File: src/hw/rtl/mctt_pkg.sv
`timescale 1ns / 1ps
// ----------------------------------------------------------------------------
// mctt_pkg
// Shared types and constants of the MIDI clock tempo tracker.
// ----------------------------------------------------------------------------
package mctt_pkg;

  localparam int TicksPerBeat = 24;
  localparam int FracBits     = 16;
  localparam int TimeWidth    = 32;
  localparam int CmdDepth     = 2;

  localparam int CfgIdxW  = 2;
  localparam int CfgDataW = 10;

  localparam logic [CfgIdxW-1:0] CFG_IDX_ENABLE = 2'd0;
  localparam logic [CfgIdxW-1:0] CFG_IDX_SEED   = 2'd1;

  localparam logic [7:0] MIDI_CLOCK    = 8'hF8;
  localparam logic [7:0] MIDI_START    = 8'hFA;
  localparam logic [7:0] MIDI_CONTINUE = 8'hFB;
  localparam logic [7:0] MIDI_STOP     = 8'hFC;

  localparam logic [9:0] DEFAULT_BPM = 10'd120;

  typedef struct packed {
    logic beat;
    logic clk;
    logic start;
    logic stop;
  } flags_t;

  localparam int FlagsW = $bits(flags_t);

  typedef struct packed {
    logic [8:0]  displayed_bpm;
    logic [24:0] smoothed_bpm;
    flags_t      flags;
  } res_t;

endpackage

File: src/hw/rtl/mctt_cmd_fifo.sv
`timescale 1ns / 1ps
// ----------------------------------------------------------------------------
// mctt_cmd_fifo
// Short register queue between the classifier and the tempo engine.
// ----------------------------------------------------------------------------
module mctt_cmd_fifo #(
  parameter int WIDTH = 36,
  parameter int DEPTH = mctt_pkg::CmdDepth
) (
  input  logic             clk_i,
  input  logic             rst_ni,
  input  logic             wr_en_i,
  input  logic [WIDTH-1:0] wr_data_i,
  output logic             full_o,
  input  logic             rd_en_i,
  output logic [WIDTH-1:0] rd_data_o,
  output logic             empty_o
);

  localparam int PtrW = (DEPTH > 1) ? $clog2(DEPTH) : 1;
  localparam int CntW = $clog2(DEPTH + 1);

  logic [WIDTH-1:0] mem_q [DEPTH];
  logic [PtrW-1:0]  wr_ptr_q, rd_ptr_q;
  logic [CntW-1:0]  cnt_q;
  logic             do_wr, do_rd;

  assign full_o    = (cnt_q == CntW'(DEPTH));
  assign empty_o   = (cnt_q == '0);
  assign do_wr     = wr_en_i && !full_o;
  assign do_rd     = rd_en_i && !empty_o;
  assign rd_data_o = mem_q[rd_ptr_q];

  always_ff @(posedge clk_i) begin
    if (do_wr) begin
      mem_q[wr_ptr_q] <= wr_data_i;
    end
  end

  always_ff @(posedge clk_i or negedge rst_ni) begin
    if (!rst_ni) begin
      wr_ptr_q <= '0;
      rd_ptr_q <= '0;
      cnt_q    <= '0;
    end else begin
      if (do_wr) begin
        wr_ptr_q <= (wr_ptr_q == PtrW'(DEPTH - 1)) ? '0 : wr_ptr_q + 1'b1;
      end
      if (do_rd) begin
        rd_ptr_q <= (rd_ptr_q == PtrW'(DEPTH - 1)) ? '0 : rd_ptr_q + 1'b1;
      end
      unique case ({do_wr, do_rd})
        2'b10:   cnt_q <= cnt_q + 1'b1;
        2'b01:   cnt_q <= cnt_q - 1'b1;
        default: cnt_q <= cnt_q;
      endcase
    end
  end

endmodule

File: src/hw/rtl/mctt_front.sv
`timescale 1ns / 1ps
// ----------------------------------------------------------------------------
// mctt_front
// Accepts status bytes, counts clock ticks and queues one command per item.
// ----------------------------------------------------------------------------
module mctt_front #(
  parameter int TICKS_PER_BEAT = mctt_pkg::TicksPerBeat,
  parameter int TIME_WIDTH     = mctt_pkg::TimeWidth
) (
  input  logic                  clk_i,
  input  logic                  rst_ni,
  input  logic                  push_i,
  input  logic [7:0]            status_byte_i,
  input  logic [31:0]           time_us_i,
  input  logic                  clock_enable_i,
  input  logic                  q_full_i,
  output logic                  q_wr_o,
  output mctt_pkg::flags_t      q_flags_o,
  output logic [TIME_WIDTH-1:0] q_time_o
);

  localparam int TickW = (TICKS_PER_BEAT > 1) ? $clog2(TICKS_PER_BEAT) : 1;

  logic [TickW-1:0] tick_q;
  logic             accept;
  logic             is_clock;
  logic             last_tick;

  assign accept    = push_i && !q_full_i;
  assign is_clock  = clock_enable_i && (status_byte_i == mctt_pkg::MIDI_CLOCK);
  assign last_tick = (tick_q == TickW'(TICKS_PER_BEAT - 1));

  always_comb begin
    q_flags_o = '0;
    if (clock_enable_i) begin
      unique case (status_byte_i)
        mctt_pkg::MIDI_CLOCK: begin
          q_flags_o.clk  = 1'b1;
          q_flags_o.beat = last_tick;
        end
        mctt_pkg::MIDI_START, mctt_pkg::MIDI_CONTINUE: begin
          q_flags_o.clk   = 1'b1;
          q_flags_o.start = 1'b1;
        end
        mctt_pkg::MIDI_STOP: q_flags_o.stop = 1'b1;
        default: ;
      endcase
    end
  end

  assign q_wr_o   = accept;
  assign q_time_o = TIME_WIDTH'(time_us_i);

  always_ff @(posedge clk_i or negedge rst_ni) begin
    if (!rst_ni) begin
      tick_q <= '0;
    end else if (accept && is_clock) begin
      tick_q <= last_tick ? '0 : tick_q + 1'b1;
    end
  end

endmodule

File: src/hw/rtl/mctt_div.sv
`timescale 1ns / 1ps
// ----------------------------------------------------------------------------
// mctt_div
// Restoring divider, one quotient bit per cycle.
// ----------------------------------------------------------------------------
module mctt_div #(
  parameter int DW  = 43,
  parameter int DVW = 22
) (
  input  logic           clk_i,
  input  logic           rst_ni,
  input  logic           start_i,
  input  logic [DW-1:0]  dividend_i,
  input  logic [DVW-1:0] divisor_i,
  output logic           done_o,
  output logic [DW-1:0]  quot_o
);

  localparam int CntW = $clog2(DW);

  logic            busy_q, done_q;
  logic [CntW-1:0] cnt_q;
  logic [DVW:0]    rem_q;
  logic [DW-1:0]   quo_q;
  logic [DVW-1:0]  div_q;
  logic [DVW:0]    rem_sh;
  logic            fits;

  assign rem_sh = {rem_q[DVW-1:0], quo_q[DW-1]};
  assign fits   = (rem_sh >= {1'b0, div_q});
  assign done_o = done_q;
  assign quot_o = quo_q;

  always_ff @(posedge clk_i) begin
    if (start_i) begin
      rem_q <= '0;
      quo_q <= dividend_i;
      div_q <= divisor_i;
    end else if (busy_q) begin
      rem_q <= fits ? rem_sh - {1'b0, div_q} : rem_sh;
      quo_q <= {quo_q[DW-2:0], fits};
    end
  end

  always_ff @(posedge clk_i or negedge rst_ni) begin
    if (!rst_ni) begin
      busy_q <= 1'b0;
      done_q <= 1'b0;
      cnt_q  <= '0;
    end else begin
      done_q <= 1'b0;
      if (start_i) begin
        busy_q <= 1'b1;
        cnt_q  <= '0;
      end else if (busy_q) begin
        cnt_q <= cnt_q + 1'b1;
        if (cnt_q == CntW'(DW - 1)) begin
          busy_q <= 1'b0;
          done_q <= 1'b1;
        end
      end
    end
  end

endmodule

File: src/hw/rtl/mctt_back.sv
`timescale 1ns / 1ps
// ----------------------------------------------------------------------------
// mctt_back
// Tempo engine: beat period, estimate, adaptive smoothing, display hysteresis.
// ----------------------------------------------------------------------------
module mctt_back #(
  parameter int FRAC_BITS  = mctt_pkg::FracBits,
  parameter int TIME_WIDTH = mctt_pkg::TimeWidth
) (
  input  logic                  clk_i,
  input  logic                  rst_ni,
  input  logic                  cmd_empty_i,
  input  mctt_pkg::flags_t      cmd_flags_i,
  input  logic [TIME_WIDTH-1:0] cmd_time_i,
  output logic                  cmd_pop_o,
  input  logic [9:0]            seed_bpm_i,
  output mctt_pkg::res_t        res_o,
  output logic                  empty_o,
  input  logic                  pop_i
);

  localparam int SW  = 9 + FRAC_BITS;
  localparam int DW  = 27 + FRAC_BITS;
  localparam int DVW = (FRAC_BITS + 2 > 22) ? FRAC_BITS + 2 : 22;
  localparam int PW  = FRAC_BITS + 18;

  localparam logic [SW-1:0]  ONE_Q   = SW'(1) << FRAC_BITS;
  localparam logic [SW-1:0]  TWO_Q   = SW'(2) << FRAC_BITS;
  localparam logic [SW-1:0]  FIVE_Q  = SW'(5) << FRAC_BITS;
  localparam logic [SW-1:0]  HYST_Q  = SW'((65 * (2 ** FRAC_BITS) + 50) / 100);
  localparam logic [DW-1:0]  MIN_Q   = DW'(60000000) << FRAC_BITS;
  localparam logic [16:0]    COEF_BASE = 17'd9830;
  localparam logic [15:0]    COEF_SPAN = 16'd55706;
  localparam logic [18:0]    RECIP3    = 19'd349526;

  typedef enum logic [3:0] {
    ST_IDLE, ST_DIV_EST, ST_CLASS, ST_MUL_C, ST_DIV_C,
    ST_MUL_S, ST_APPLY, ST_HYST, ST_OUT
  } state_e;

  state_e                state_q;
  logic [TIME_WIDTH-1:0] last_q;
  logic                  first_q;
  logic [SW-1:0]         smooth_q, est_q, d_q;
  logic [8:0]            shown_q;
  logic                  up_q;
  logic [16:0]           c_q;
  logic [FRAC_BITS+2:0]  step_q;
  logic [PW-1:0]         prod_q;
  logic [36:0]           recip_q;
  mctt_pkg::flags_t      flags_q;
  logic                  out_valid_q;
  mctt_pkg::res_t        res_q;

  logic [TIME_WIDTH-1:0] period;
  logic                  in_range;
  logic                  take;
  logic [9:0]            seed;
  logic [SW-1:0]         est_n, dm2, shown_sh, dd;
  logic [FRAC_BITS+19:0] msum;
  logic [SW:0]           rnd;
  logic                  div_start, div_done;
  logic [DW-1:0]         div_a, quot;
  logic [DVW-1:0]        div_b;

  assign period   = cmd_time_i - last_q;
  assign in_range = (period > TIME_WIDTH'(120000)) && (period < TIME_WIDTH'(3000000));
  assign take     = (state_q == ST_IDLE) && !cmd_empty_i && !out_valid_q;
  assign cmd_pop_o = take;
  assign seed     = (seed_bpm_i < 10'd20 || seed_bpm_i > 10'd500) ?
                    mctt_pkg::DEFAULT_BPM : seed_bpm_i;
  assign est_n    = quot[SW-1:0];
  assign dm2      = d_q - TWO_Q;
  assign msum     = (FRAC_BITS+20)'(d_q[FRAC_BITS+2:0] * c_q) + (FRAC_BITS+20)'(32768);
  assign shown_sh = SW'(shown_q) << FRAC_BITS;
  assign dd       = (smooth_q > shown_sh) ? smooth_q - shown_sh : shown_sh - smooth_q;
  assign rnd      = (SW+1)'(smooth_q) + (SW+1)'(ONE_Q >> 1);

  assign div_start = take && cmd_flags_i.beat && !first_q && in_range;
  assign div_a     = MIN_Q + DW'(period[21:1]);
  assign div_b     = DVW'(period[21:0]);

  mctt_div #(.DW(DW), .DVW(DVW)) u_div (
    .clk_i      (clk_i),
    .rst_ni     (rst_ni),
    .start_i    (div_start),
    .dividend_i (div_a),
    .divisor_i  (div_b),
    .done_o     (div_done),
    .quot_o     (quot)
  );

  assign res_o   = res_q;
  assign empty_o = !out_valid_q;

  always_ff @(posedge clk_i) begin
    if (take) begin
      flags_q <= cmd_flags_i;
    end
    if (state_q == ST_DIV_EST && div_done) begin
      est_q <= est_n;
      up_q  <= est_n > smooth_q;
      d_q   <= (est_n > smooth_q) ? est_n - smooth_q : smooth_q - est_n;
    end
    if (state_q == ST_CLASS) begin
      prod_q <= dm2[FRAC_BITS+1:0] * COEF_SPAN;
    end
    // divide by 3 as a multiply by ceil(2^20 / 3), exact below 2^19
    if (state_q == ST_MUL_C) begin
      recip_q <= prod_q[PW-1:FRAC_BITS] * RECIP3;
    end
    if (state_q == ST_MUL_S) begin
      step_q <= msum[FRAC_BITS+18:16];
    end
    if (state_q == ST_OUT) begin
      res_q.displayed_bpm <= shown_q;
      res_q.smoothed_bpm  <= 25'(smooth_q);
      res_q.flags         <= flags_q;
    end
  end

  always_ff @(posedge clk_i or negedge rst_ni) begin
    if (!rst_ni) begin
      state_q     <= ST_IDLE;
      last_q      <= '0;
      first_q     <= 1'b1;
      smooth_q    <= SW'(120) << FRAC_BITS;
      shown_q     <= 9'd120;
      c_q         <= COEF_BASE;
      out_valid_q <= 1'b0;
    end else begin
      if (pop_i && out_valid_q) begin
        out_valid_q <= 1'b0;
      end
      unique case (state_q)
        ST_IDLE: begin
          if (take) begin
            state_q <= ST_OUT;
            if (cmd_flags_i.beat) begin
              last_q <= cmd_time_i;
              if (first_q) begin
                first_q  <= 1'b0;
                smooth_q <= SW'(seed) << FRAC_BITS;
                shown_q  <= seed[8:0];
              end else if (in_range) begin
                state_q <= ST_DIV_EST;
              end
            end
          end
        end
        ST_DIV_EST: if (div_done) state_q <= ST_CLASS;
        ST_CLASS: begin
          priority if (d_q > FIVE_Q) begin
            smooth_q <= est_q;
            state_q  <= ST_HYST;
          end else if (d_q > TWO_Q) begin
            state_q <= ST_MUL_C;
          end else begin
            c_q     <= COEF_BASE;
            state_q <= ST_MUL_S;
          end
        end
        ST_MUL_C: state_q <= ST_DIV_C;
        ST_DIV_C: begin
          c_q     <= COEF_BASE + {1'b0, recip_q[35:20]};
          state_q <= ST_MUL_S;
        end
        ST_MUL_S: state_q <= ST_APPLY;
        ST_APPLY: begin
          smooth_q <= up_q ? smooth_q + SW'(step_q) : smooth_q - SW'(step_q);
          state_q  <= ST_HYST;
        end
        ST_HYST: begin
          if (dd > HYST_Q) begin
            shown_q <= rnd[FRAC_BITS+8:FRAC_BITS];
          end
          state_q <= ST_OUT;
        end
        ST_OUT: begin
          out_valid_q <= 1'b1;
          state_q     <= ST_IDLE;
        end
        default: state_q <= ST_IDLE;
      endcase
    end
  end

  // result slot is never overwritten while still waiting
  a_no_overwrite: assert property (@(posedge clk_i) disable iff (!rst_ni)
    (state_q == ST_OUT) |-> !out_valid_q)
    else $error("result slot overwritten");

  a_div_owner: assert property (@(posedge clk_i) disable iff (!rst_ni)
    div_done |-> (state_q == ST_DIV_EST))
    else $error("divider finished with no owner");

  a_seed_match: assert property (@(posedge clk_i) disable iff (!rst_ni)
    $fell(first_q) |-> (smooth_q == (SW'(shown_q) << FRAC_BITS)))
    else $error("seed not applied to both tempos");

  a_cmd_only_idle: assert property (@(posedge clk_i) disable iff (!rst_ni)
    cmd_pop_o |=> (state_q == ST_OUT || state_q == ST_DIV_EST))
    else $error("command taken outside idle");

endmodule

File: src/hw/rtl/midi_clock_tempo_tracker_unit.sv
`timescale 1ns / 1ps
// ----------------------------------------------------------------------------
// midi_clock_tempo_tracker_unit
// MIDI clock tempo tracker: beat period to smoothed and displayed BPM.
// ----------------------------------------------------------------------------
// Input queue side: drive status_byte_i and time_us_i with push_i; the item is
// taken when full_o is low. Every item gives exactly one result, in order, on
// the result side: it is on the ports while empty_o is low and leaves on pop_i.
// Configuration goes through cfg_valid_i / cfg_ready_o (always ready) with
// cfg_index_i 0 = clock enable, 1 = seed tempo; unknown indexes are dropped.
// The classifier takes an item a cycle, while full_o is low, into a two-entry
// command queue; the tempo engine handles one command at a time. A plain item
// (also a first or out-of-range beat) goes from idle straight to the output
// state, which registers the result. An in-range beat runs the estimate
// division, one quotient bit a cycle, then snaps, takes a small step, or in the
// ramp band first works out its coefficient; all then pass hysteresis and output.
// While the result is not popped the engine holds it and the command queue
// keeps filling; full_o rises once both entries wait. Reset clears the tick
// count, sets the first-beat flag and both tempos to 120 BPM.
// ----------------------------------------------------------------------------
module midi_clock_tempo_tracker_unit #(
  parameter int TICKS_PER_BEAT = mctt_pkg::TicksPerBeat,
  parameter int FRAC_BITS      = mctt_pkg::FracBits,
  parameter int TIME_WIDTH     = mctt_pkg::TimeWidth
) (
  input  logic                          clk_i,
  input  logic                          rst_ni,
  input  logic                          push_i,
  output logic                          full_o,
  input  logic [7:0]                    status_byte_i,
  input  logic [31:0]                   time_us_i,
  output logic                          empty_o,
  input  logic                          pop_i,
  output logic [8:0]                    displayed_bpm_o,
  output logic [24:0]                   smoothed_bpm_o,
  output logic                          beat_update_o,
  output logic                          clock_seen_o,
  output logic                          start_seen_o,
  output logic                          stop_seen_o,
  input  logic                          cfg_valid_i,
  output logic                          cfg_ready_o,
  input  logic [mctt_pkg::CfgIdxW-1:0]  cfg_index_i,
  input  logic [mctt_pkg::CfgDataW-1:0] cfg_data_i
);

  localparam int CmdW = TIME_WIDTH + mctt_pkg::FlagsW;

  logic                  clock_enable_q;
  logic [9:0]            seed_bpm_q;
  logic                  q_wr, q_full, q_empty, q_pop;
  mctt_pkg::flags_t      wr_flags, rd_flags;
  logic [TIME_WIDTH-1:0] wr_time, rd_time;
  logic [CmdW-1:0]       rd_data;
  mctt_pkg::res_t        res;

  assign cfg_ready_o = 1'b1;

  always_ff @(posedge clk_i or negedge rst_ni) begin
    if (!rst_ni) begin
      clock_enable_q <= 1'b0;
      seed_bpm_q     <= mctt_pkg::DEFAULT_BPM;
    end else if (cfg_valid_i) begin
      unique case (cfg_index_i)
        mctt_pkg::CFG_IDX_ENABLE: clock_enable_q <= cfg_data_i[0];
        mctt_pkg::CFG_IDX_SEED:   seed_bpm_q     <= cfg_data_i;
        default: ;
      endcase
    end
  end

  mctt_front #(.TICKS_PER_BEAT(TICKS_PER_BEAT), .TIME_WIDTH(TIME_WIDTH)) u_front (
    .clk_i          (clk_i),
    .rst_ni         (rst_ni),
    .push_i         (push_i),
    .status_byte_i  (status_byte_i),
    .time_us_i      (time_us_i),
    .clock_enable_i (clock_enable_q),
    .q_full_i       (q_full),
    .q_wr_o         (q_wr),
    .q_flags_o      (wr_flags),
    .q_time_o       (wr_time)
  );

  assign full_o = q_full;

  mctt_cmd_fifo #(.WIDTH(CmdW), .DEPTH(mctt_pkg::CmdDepth)) u_cmd_fifo (
    .clk_i     (clk_i),
    .rst_ni    (rst_ni),
    .wr_en_i   (q_wr),
    .wr_data_i ({wr_flags, wr_time}),
    .full_o    (q_full),
    .rd_en_i   (q_pop),
    .rd_data_o (rd_data),
    .empty_o   (q_empty)
  );

  assign rd_flags = rd_data[CmdW-1:TIME_WIDTH];
  assign rd_time  = rd_data[TIME_WIDTH-1:0];

  mctt_back #(.FRAC_BITS(FRAC_BITS), .TIME_WIDTH(TIME_WIDTH)) u_back (
    .clk_i       (clk_i),
    .rst_ni      (rst_ni),
    .cmd_empty_i (q_empty),
    .cmd_flags_i (rd_flags),
    .cmd_time_i  (rd_time),
    .cmd_pop_o   (q_pop),
    .seed_bpm_i  (seed_bpm_q),
    .res_o       (res),
    .empty_o     (empty_o),
    .pop_i       (pop_i)
  );

  assign displayed_bpm_o = res.displayed_bpm;
  assign smoothed_bpm_o  = res.smoothed_bpm;
  assign beat_update_o   = res.flags.beat;
  assign clock_seen_o    = res.flags.clk;
  assign start_seen_o    = res.flags.start;
  assign stop_seen_o     = res.flags.stop;

endmodule

File: config.mk
export PLATFORM = sky130hd
export DESIGN_NAME = midi_clock_tempo_tracker_unit
export DESIGN_NICKNAME = d
export VERILOG_FILES = /design/src/hw/rtl/mctt_pkg.sv /design/src/hw/rtl/mctt_cmd_fifo.sv /design/src/hw/rtl/mctt_front.sv /design/src/hw/rtl/mctt_div.sv /design/src/hw/rtl/mctt_back.sv /design/src/hw/rtl/midi_clock_tempo_tracker_unit.sv
export SDC_FILE = /design/constraint.sdc
export NUM_CORES = 2
export LEC_CHECK = 0
export BUFFER_PORTS_ARGS = -buffer_cell sky130_fd_sc_hd__buf_2
export CORE_ASPECT_RATIO = 1.5
export CORE_UTILIZATION = 40
export CTS_CLUSTER_DIAMETER = 150
export CTS_CLUSTER_SIZE = 40
export DETAILED_ROUTE_END_ITERATION = 10
export PLACE_DENSITY = 0.62
export REMOVE_ABC_BUFFERS = 1
export SLEW_MARGIN = 20
export SYNTH_ARGS = -nofsm -noshare
export SYNTH_HDL_FRONTEND = slang
export SYNTH_SLANG_ARGS = --single-unit
File: constraint.sdc
create_clock -name clk_i -period 8.9 [get_ports clk_i]
set_clock_uncertainty 0.1 [all_clocks]
set_input_delay 0.89 -clock clk_i [delete_from_list [all_inputs] [get_ports clk_i]]
set_output_delay 0.89 -clock clk_i [all_outputs]
set_load 0.02 [all_outputs]
======== Yosys cells after proc, flatten, opt, wreduce, memory -nomap -nowiden ========
Memory sizes are Yosys's and may differ from the RTL's.
Index checks and enable logic that the tools add are counted.
operators by class
  $add $sub $neg .......................... 19
  multipliers ............................. 3
  div/mod/pow operators ................... 0
  $lt $le $gt $ge ......................... 10
  eq/ne operators ......................... 26
  shifts and indexed selects .............. 0
  muxes and demuxes ....................... 49
  bitwise operators ....................... 0
  reduce and logical (&&, ||, !) cells .... 36
operators by type and width
  cell                                                           count
  two-way mux 25 bit                                             7
  subtractor 25 bit                                              4
  two-way mux 43 bit                                             2
  case mux 25 bit (3 select lines)                               1
  > comparator 25 bit                                            2
  two-way mux 9 bit                                              5
  adder 42 x 21 -> 43 bit (first input constant)                 1
  adder 35 x 16 -> 35 bit (second input constant)                1
  multiplier 18 x 18 -> 35 bit (second input constant)           1
  multiplier 19 x 17 -> 35 bit                                   1
  two-way mux 17 bit                                             2
  case mux 17 bit (2 select lines)                               1
  multiplier 18 x 15 -> 33 bit (second input constant)           1
  equality test 8 bit (second input constant)                    4
  > comparator 32 x 17 -> 1 bit (second input constant)          1
  less-than comparator 32 x 22 -> 1 bit (second input constant)  1
  case mux 4 bit (8 select lines)                                1
  subtractor 32 bit                                              1
  two-way mux 4 bit                                              7
  adder 25 x 16 -> 25 bit (second input constant)                1
  adder 25 x 19 -> 25 bit                                        1
  > comparator 25 x 16 -> 1 bit (second input constant)          1
  > comparator 25 x 18 -> 1 bit (second input constant)          1
  > comparator 25 x 19 -> 1 bit (second input constant)          1
  41 further kinds                                               94
storage, ports and cells
  register bits after elaboration ......... 384
  bits in latches ......................... 0
  RAM bits ................................ 72
  memory bits (read-only) ................. 0
  input bits .............................. 57
  output and inout bits ................... 41
  word-level logic and storage cells ...... 179
  memories ................................ 1
memory list
  name              depth  width  read ports  clocked after memory_dff  write ports  RTL line             RTL
  u_cmd_fifo.mem_q  2      36     1           0                         1            mctt_cmd_fifo.sv:23  logic [WIDTH-1:0] mem_q [DEPTH];

======== Logic depth before layout (Yosys ltp) ========
An unclocked memory read counts as a cell.
  word-level depth ........................ 9
  gate-level depth with buffers ........... 26
  mapped depth without buffers ............ 25

======== Hierarchy ========
Synthesis repeated with hierarchy kept, for this count alone.
unflattened totals
  cell total of the unflattened synthesis .. 4551
  area, all modules ....................... 45776.4 µm²
by module, submodules not included
  module                         instances  cells an instance  area each (µm²)  sequential area each (µm²)
  mctt_back                      1          3886               36749.0          6631.4
  mctt_div                       1          438                4974.8           2592.5
  mctt_cmd_fifo                  1          130                2944.1           2262.2
  mctt_front                     1          70                 629.4            125.1
  midi_clock_tempo_tracker_unit  1          27                 479.2            280.3

======== Worst setup path after synthesis ========
Ideal clock, no wire load.
  path kind ............................... register to register
  start ................................... register u_cmd_fifo.rd_ptr_q
  end ..................................... register u_back.u_div.quo_q[0] (netlist: u_back.u_div.quot_o[0]), enable pin
  setup time .............................. 0.503 ns
  arrival time ............................ 7.006 ns
  required time ........................... 8.297 ns
  slack ................................... 1.290 ns
  stages on the path, launching flop included .. 17
  buffers on the path ..................... 3
  period minus slack after synthesis ...... 7.610 ns
  cell sequence ........................... dfrtp_1 -> clkbuf_1 -> clkbuf_1 -> mux2_2 -> ha_1 -> clkbuf_1 -> a21oi_1 -> o221ai_1 -> a221o_1 -> a221oi_1 -> o21ai_0 -> or3_1 -> a32oi_1 -> o311ai_0 -> nor2_1 -> nand4_1 -> o21ai_0
between the ends
  cells in the longest elaborated chain, start to end .. 6
  elaborated cells on any way between the ends .. 9
  classes of those cells .................. add/sub (1); order compare (2); reduce/logical (5); memory (1)
RTL lines
  what                                                                                    RTL line                             RTL
  start: declaration                                                                      mctt_cmd_fifo.sv:24                  logic [PtrW-1:0] wr_ptr_q, rd_ptr_q;
  start signal: assignment                                                                mctt_cmd_fifo.sv:50                  rd_ptr_q <= (rd_ptr_q == PtrW'(DEPTH - 1)) ? '0 : rd_ptr_q + 1'b1;
  memory read (2 x 36 bit) *                                                              n/a
  net rd_data[16]                                                                         midi_clock_tempo_tracker_unit.sv:53  logic [CmdW-1:0] rd_data;
  subtractor 32 bit *                                                                     mctt_back.sv:66                      assign period = cmd_time_i - last_q;
  > comparator 32 x 17 -> 1 bit or less-than comparator 32 x 22 -> 1 bit (tied branches)  mctt_back.sv:67                      assign in_range = (period > TIME_WIDTH'(120000)) && (period < TIME_WIDTH'(3000000));
  logical AND 1 bit *                                                                     mctt_back.sv:67
  logical AND 1 bit *                                                                     mctt_back.sv:79                      assign div_start = take && cmd_flags_i.beat && !first_q && in_range;
  nonzero test 2 bit (no source line) *                                                   n/a
  end signal: assignment                                                                  mctt_div.sv:37                       quo_q <= dividend_i;
  end signal: assignment                                                                  mctt_div.sv:41                       quo_q <= {quo_q[DW-2:0], fits};
  end: declaration                                                                        mctt_div.sv:24                       logic [DW-1:0] quo_q;
The timed path passes the listed nets; every way through them passes the cells marked *.
A chain may end at the register's enable or synchronous reset.

======== Worst setup path in the final report ========
  start ................................... register u_back.d_q[6]
  end ..................................... register u_back.step_q[16], data pin
between the ends
  cells in the longest elaborated chain, start to end .. 2
RTL lines
  what                          RTL line          RTL
  start: declaration            mctt_back.sv:44   logic [SW-1:0] smooth_q, est_q, d_q;
  start signal: assignment      mctt_back.sv:103  d_q <= (est_n > smooth_q) ? est_n - smooth_q : smooth_q - est_n;
  multiplier 19 x 17 -> 35 bit  mctt_back.sv:74   assign msum = (FRAC_BITS+20)'(d_q[FRAC_BITS+2:0] * c_q) + (FRAC_BITS+20)'(32768);
  adder 35 x 16 -> 35 bit       mctt_back.sv:74
  net u_back.msum[32]           mctt_back.sv:60   logic [FRAC_BITS+19:0] msum;
  end signal: assignment        mctt_back.sv:113  step_q <= msum[FRAC_BITS+18:16];
  end: declaration              mctt_back.sv:48   logic [FRAC_BITS+2:0] step_q;
The timed path passes the listed nets, and every way through them passes these cells.

==> flow_summary.ini <==
[logic_synthesis]
ys_types = 86
synth.avg_cell_area_um2 = 9.92
async_reset_ff_share_pct = 27.7
synth_warnings = 0
synthCells = 4512
synth_area_um2 = 44800
synthFlopType = edfxtp_1
synth_seq_cells = 422
synth-seq-area-share_pct = 26.6
synth_edf_count = 283

[grt]
grt_max_degree = 73
grt_pass1_vias = 33600
antenna_found_initial = 3
grt_pass1_wl_mm = 182
grt-ovfl-total = 0
grt_usage_pct = 20.4

[clocking]
cts_resized = 0
cts-hold-fix-buffers = 0
clkSinkCount = 422
clk_pin_slew_ps = 180
clk_path_buf_depth = 3
cts_tree = done
cts_buffers = 14
clk_latency_ps = 610
post_cts_buffers = 0
clockRootBuffer = clkbuf_16
htree_levels = 1

[pwr]
p_leak_nw = 22.5
ir_drop_mv = 0.436
fin_total_pwr_mw = 17.2
p_per_area_nw_per_um2 = 364

[detailed_routing]
vias = 31400
dr_wl_met3_mm = 2.76
viasPerCell = 5.27
drt-met1-wl_mm = 41.4
totalWireLength_mm = 112
drtIter0Drc = 1618
drt_drc_violations_left = 0
firstDrtPassIters = 5
top_layer = met5
wl_per_cell_um = 18.8
wl_met2_mm = 61.3
ant_nets = 0

[outcome]
status = completed

[critical_path]
slowest_stage = edfxtp_1
arrival_ps = 8180
cp.required_ps = 9190
cp_num_buf_inv = 5
slowest_delay_ps = 950
critical_path_class = reg -> reg
crit_chain = nand2_1, fa_1, inv_1, fa_1, inv_1, fa_1, inv_1, fa_1, fa_1, inv_1, fa_1, inv_1, ha_1, nand2_1, a211oi_1, a22oi_1, a211oi_1, a2111oi_0, o31ai_1, o21a_1, o21a_1, nor2_1, xnor2_1
cp_top_family = adder cells
endpoint_kind = flip-flop
path_common_cell = fa_1
crit_fanout = 23
start_kind = flip-flop

[placement]
place_congestion = 0.941
place.port_buffers = 96
dp_hpwl_mm = 92.1

[timing]
relSlewSlack_pct = 25.5
slew_viol_final = 0
fmax_mhz = 127
post-route-min-period_ps = 7890
setup_viol = 0
rsz0062_at_grt = no
tns_ps = 0
hold_viol = 0
tightest_slew_ps = 1120
finalCritPeriodShare_pct = 88.6

[finish]
area_growth_pct = 5.66
final_nets = 5607
drive_gt1_share_pct = 6.19
multi_input_area_um2 = 29200
seq_area_um2 = 11900
fillers = 10700

[floorplanning]
die_h_um = 412
die-area_um2 = 113000
die_x_um = 275
core_area_um2 = 110000
rows = 149
top_level_ports = 98
start_util_pct = 40.5

[run]
drv_cap = 0

[worst_hold_path]
min_path_type = in -> async
==> routing by layer <==
layer	track usage, %	vias to the layer above
met4	10.6	2
met2	39.2	599
met5	0	-
met3	1.19	255
met1	22.2	15600
li1	-	14900
==> stage by stage <==
| step | hold slack (ps) | utilization (%) | instance area, µm² | std cells | setup WS, ps |
|---|---|---|---|---|---|
| global route | 177 | 42.8 | 47300 | 5957 | 637 |
| finish | 143 | 42.8 | 47300 | 5958 | 1010 |
| global placement | 306 | 42.4 | 46800 | 5930 | 1140 |
| floorplan | 300 | - | 44200 | 4367 | 1230 |
| detailed placement | 318 | 42.4 | 46800 | 5930 | 1040 |
| CTS | 150 | 42.8 | 47200 | 5954 | 1000 |
==> worst register-to-register path, delay by kind of cell (launching register included) <==
kind	cells	cell delay, ps
adders and majority gates	7	3410
AOI/OAI and AO/OA	7	2500
DFF	1	950
and+or+nand+nor	3	310
buffers and inverters	5	280
xor gates and xnor gates	1	120
==> area by class of cell <==
| type | instances | area share, % |
|---|---|---|
| Tap cell | 1434 | 3.79 |
| Inverter | 857 | 6.80 |
| Multi-Input combinational cell | 3088 | 61.7 |
| Timing Repair Buffer | 132 | 1.68 |
| Clock buffer | 23 | 0.857 |
| Antenna cell | 1 | 0.00529 |
| Sequential cell | 422 | 25.2 |
| Clock inverter | 1 | 0.0423 |
==> cell usage after synthesis (all sizes together) (7+ instances only) <==
master / n / area (µm²)
nor4: 17 / 106
a221oi: 7 / 61.3
or4: 7 / 56.3
nand2: 335 / 1260
xnor2: 119 / 1040
dfstp: 20 / 526
and2: 179 / 1120
dfxtp: 22 / 440
edfxtp: 283 / 8500
o21bai: 26 / 195
nor3: 53 / 265
a31oi: 33 / 206
nand4: 37 / 231
o211ai: 20 / 169
dfrtp: 97 / 2430
a211o: 11 / 96.3
a21o: 80 / 601
a22oi: 17 / 128
o2111ai: 8 / 70.1
o21a: 46 / 345
nand2b: 29 / 181
ha: 569 / 7120
or2: 17 / 106
nor2: 220 / 826
xor2: 54 / 473
nor2b: 34 / 213
a22o: 13 / 114
mux2i: 32 / 320
nand3: 46 / 230
inv: 856 / 3210
or3: 16 / 100
a211oi: 41 / 308
o22ai: 10 / 62.6
a21oi: 183 / 916
o31ai: 12 / 90.1
a2111oi: 8 / 70.1
mux2: 76 / 878
clkbuf: 125 / 469
buf: 20 / 101
o21ai: 149 / 746
and3: 24 / 150
fa: 466 / 9330
a21boi: 7 / 52.6
==> final timing paths <==
path	from	cells past startpoint	to	slack, ps
max	u_back.d_q[6]	23	u_back.step_q[16]	1010
min	rst_ni	1	u_back.smooth_q[7]	140
max reg2reg	u_back.d_q[6]	23	u_back.step_q[16]	1010
min reg2reg	u_back.recip_q[21]	1	u_back.c_q[1]	340
max in group asynchronous	rst_ni	2	u_back.last_q[7]	7170
min in group clk_i	u_back.recip_q[21]	1	u_back.c_q[1]	340
==> state kept, by name (all words and copies together), names as in the netlist, 2 cells and up <==
signal and flops:
u_back.recip_q 16, u_back.last_q 32, u_back.u_div.div_q 22, u_back.u_div.quot_o 43
u_back.step_q 19, u_back.flags_q 4, seed_bpm_q 10, u_front.tick_q 5
u_back.u_div.rem_q 22, u_back.smooth_q 25, u_back.prod_q 18, u_cmd_fifo.mem_q 72
u_cmd_fifo.cnt_q 2, u_back.c_q 17, u_back.est_q 25, u_back.d_q 25
u_back.state_q 4, u_back.res_o 38, u_back.shown_q 9, u_back.u_div.cnt_q 6
==> cell usage in the layout, fill, tap and decap left out, types with 41 or more instances in the layout <==
cell type	count
a211oi_1	41
nand2_1	335
fa_1	466
nor3_1	50
xnor2_1	119
and2_1	179
ha_1	569
xor2_1	54
nor2_1	216
inv_1	856
o21a_1	46
o21ai_0	145
buf_2	95
nand3_1	46
a21o_1	80
mux2_2	62
edfxtp_1	283
dfrtp_1	97
a21oi_1	183
==> power breakdown <==
group,switching [mW],internal (mW)
clock network,0.628,0.327
registers,0.541,2.95
logic,7.69,5.08
total,8.86,8.35
==> cells by family (layout without fill, tap and decap cells) <==
family / count (synthesis) / count (layout) / synth area share [%]
flip-flops: 422 / 422 / 26.6
AO/OA/AOI/OAI: 730 / 730 / 10.8
multiplexers: 108 / 108 / 2.68
AND/OR/NAND/NOR: 1040 / 1040 / 11.3
buffers and inverters: 1002 / 1013 / 8.46
other: 1 / 2 / 0.00838
XOR/XNOR: 174 / 174 / 3.44
adder cells (fa/ha/maj): 1035 / 1035 / 36.8
No activity file was read; power rests on OpenSTA's default activity.
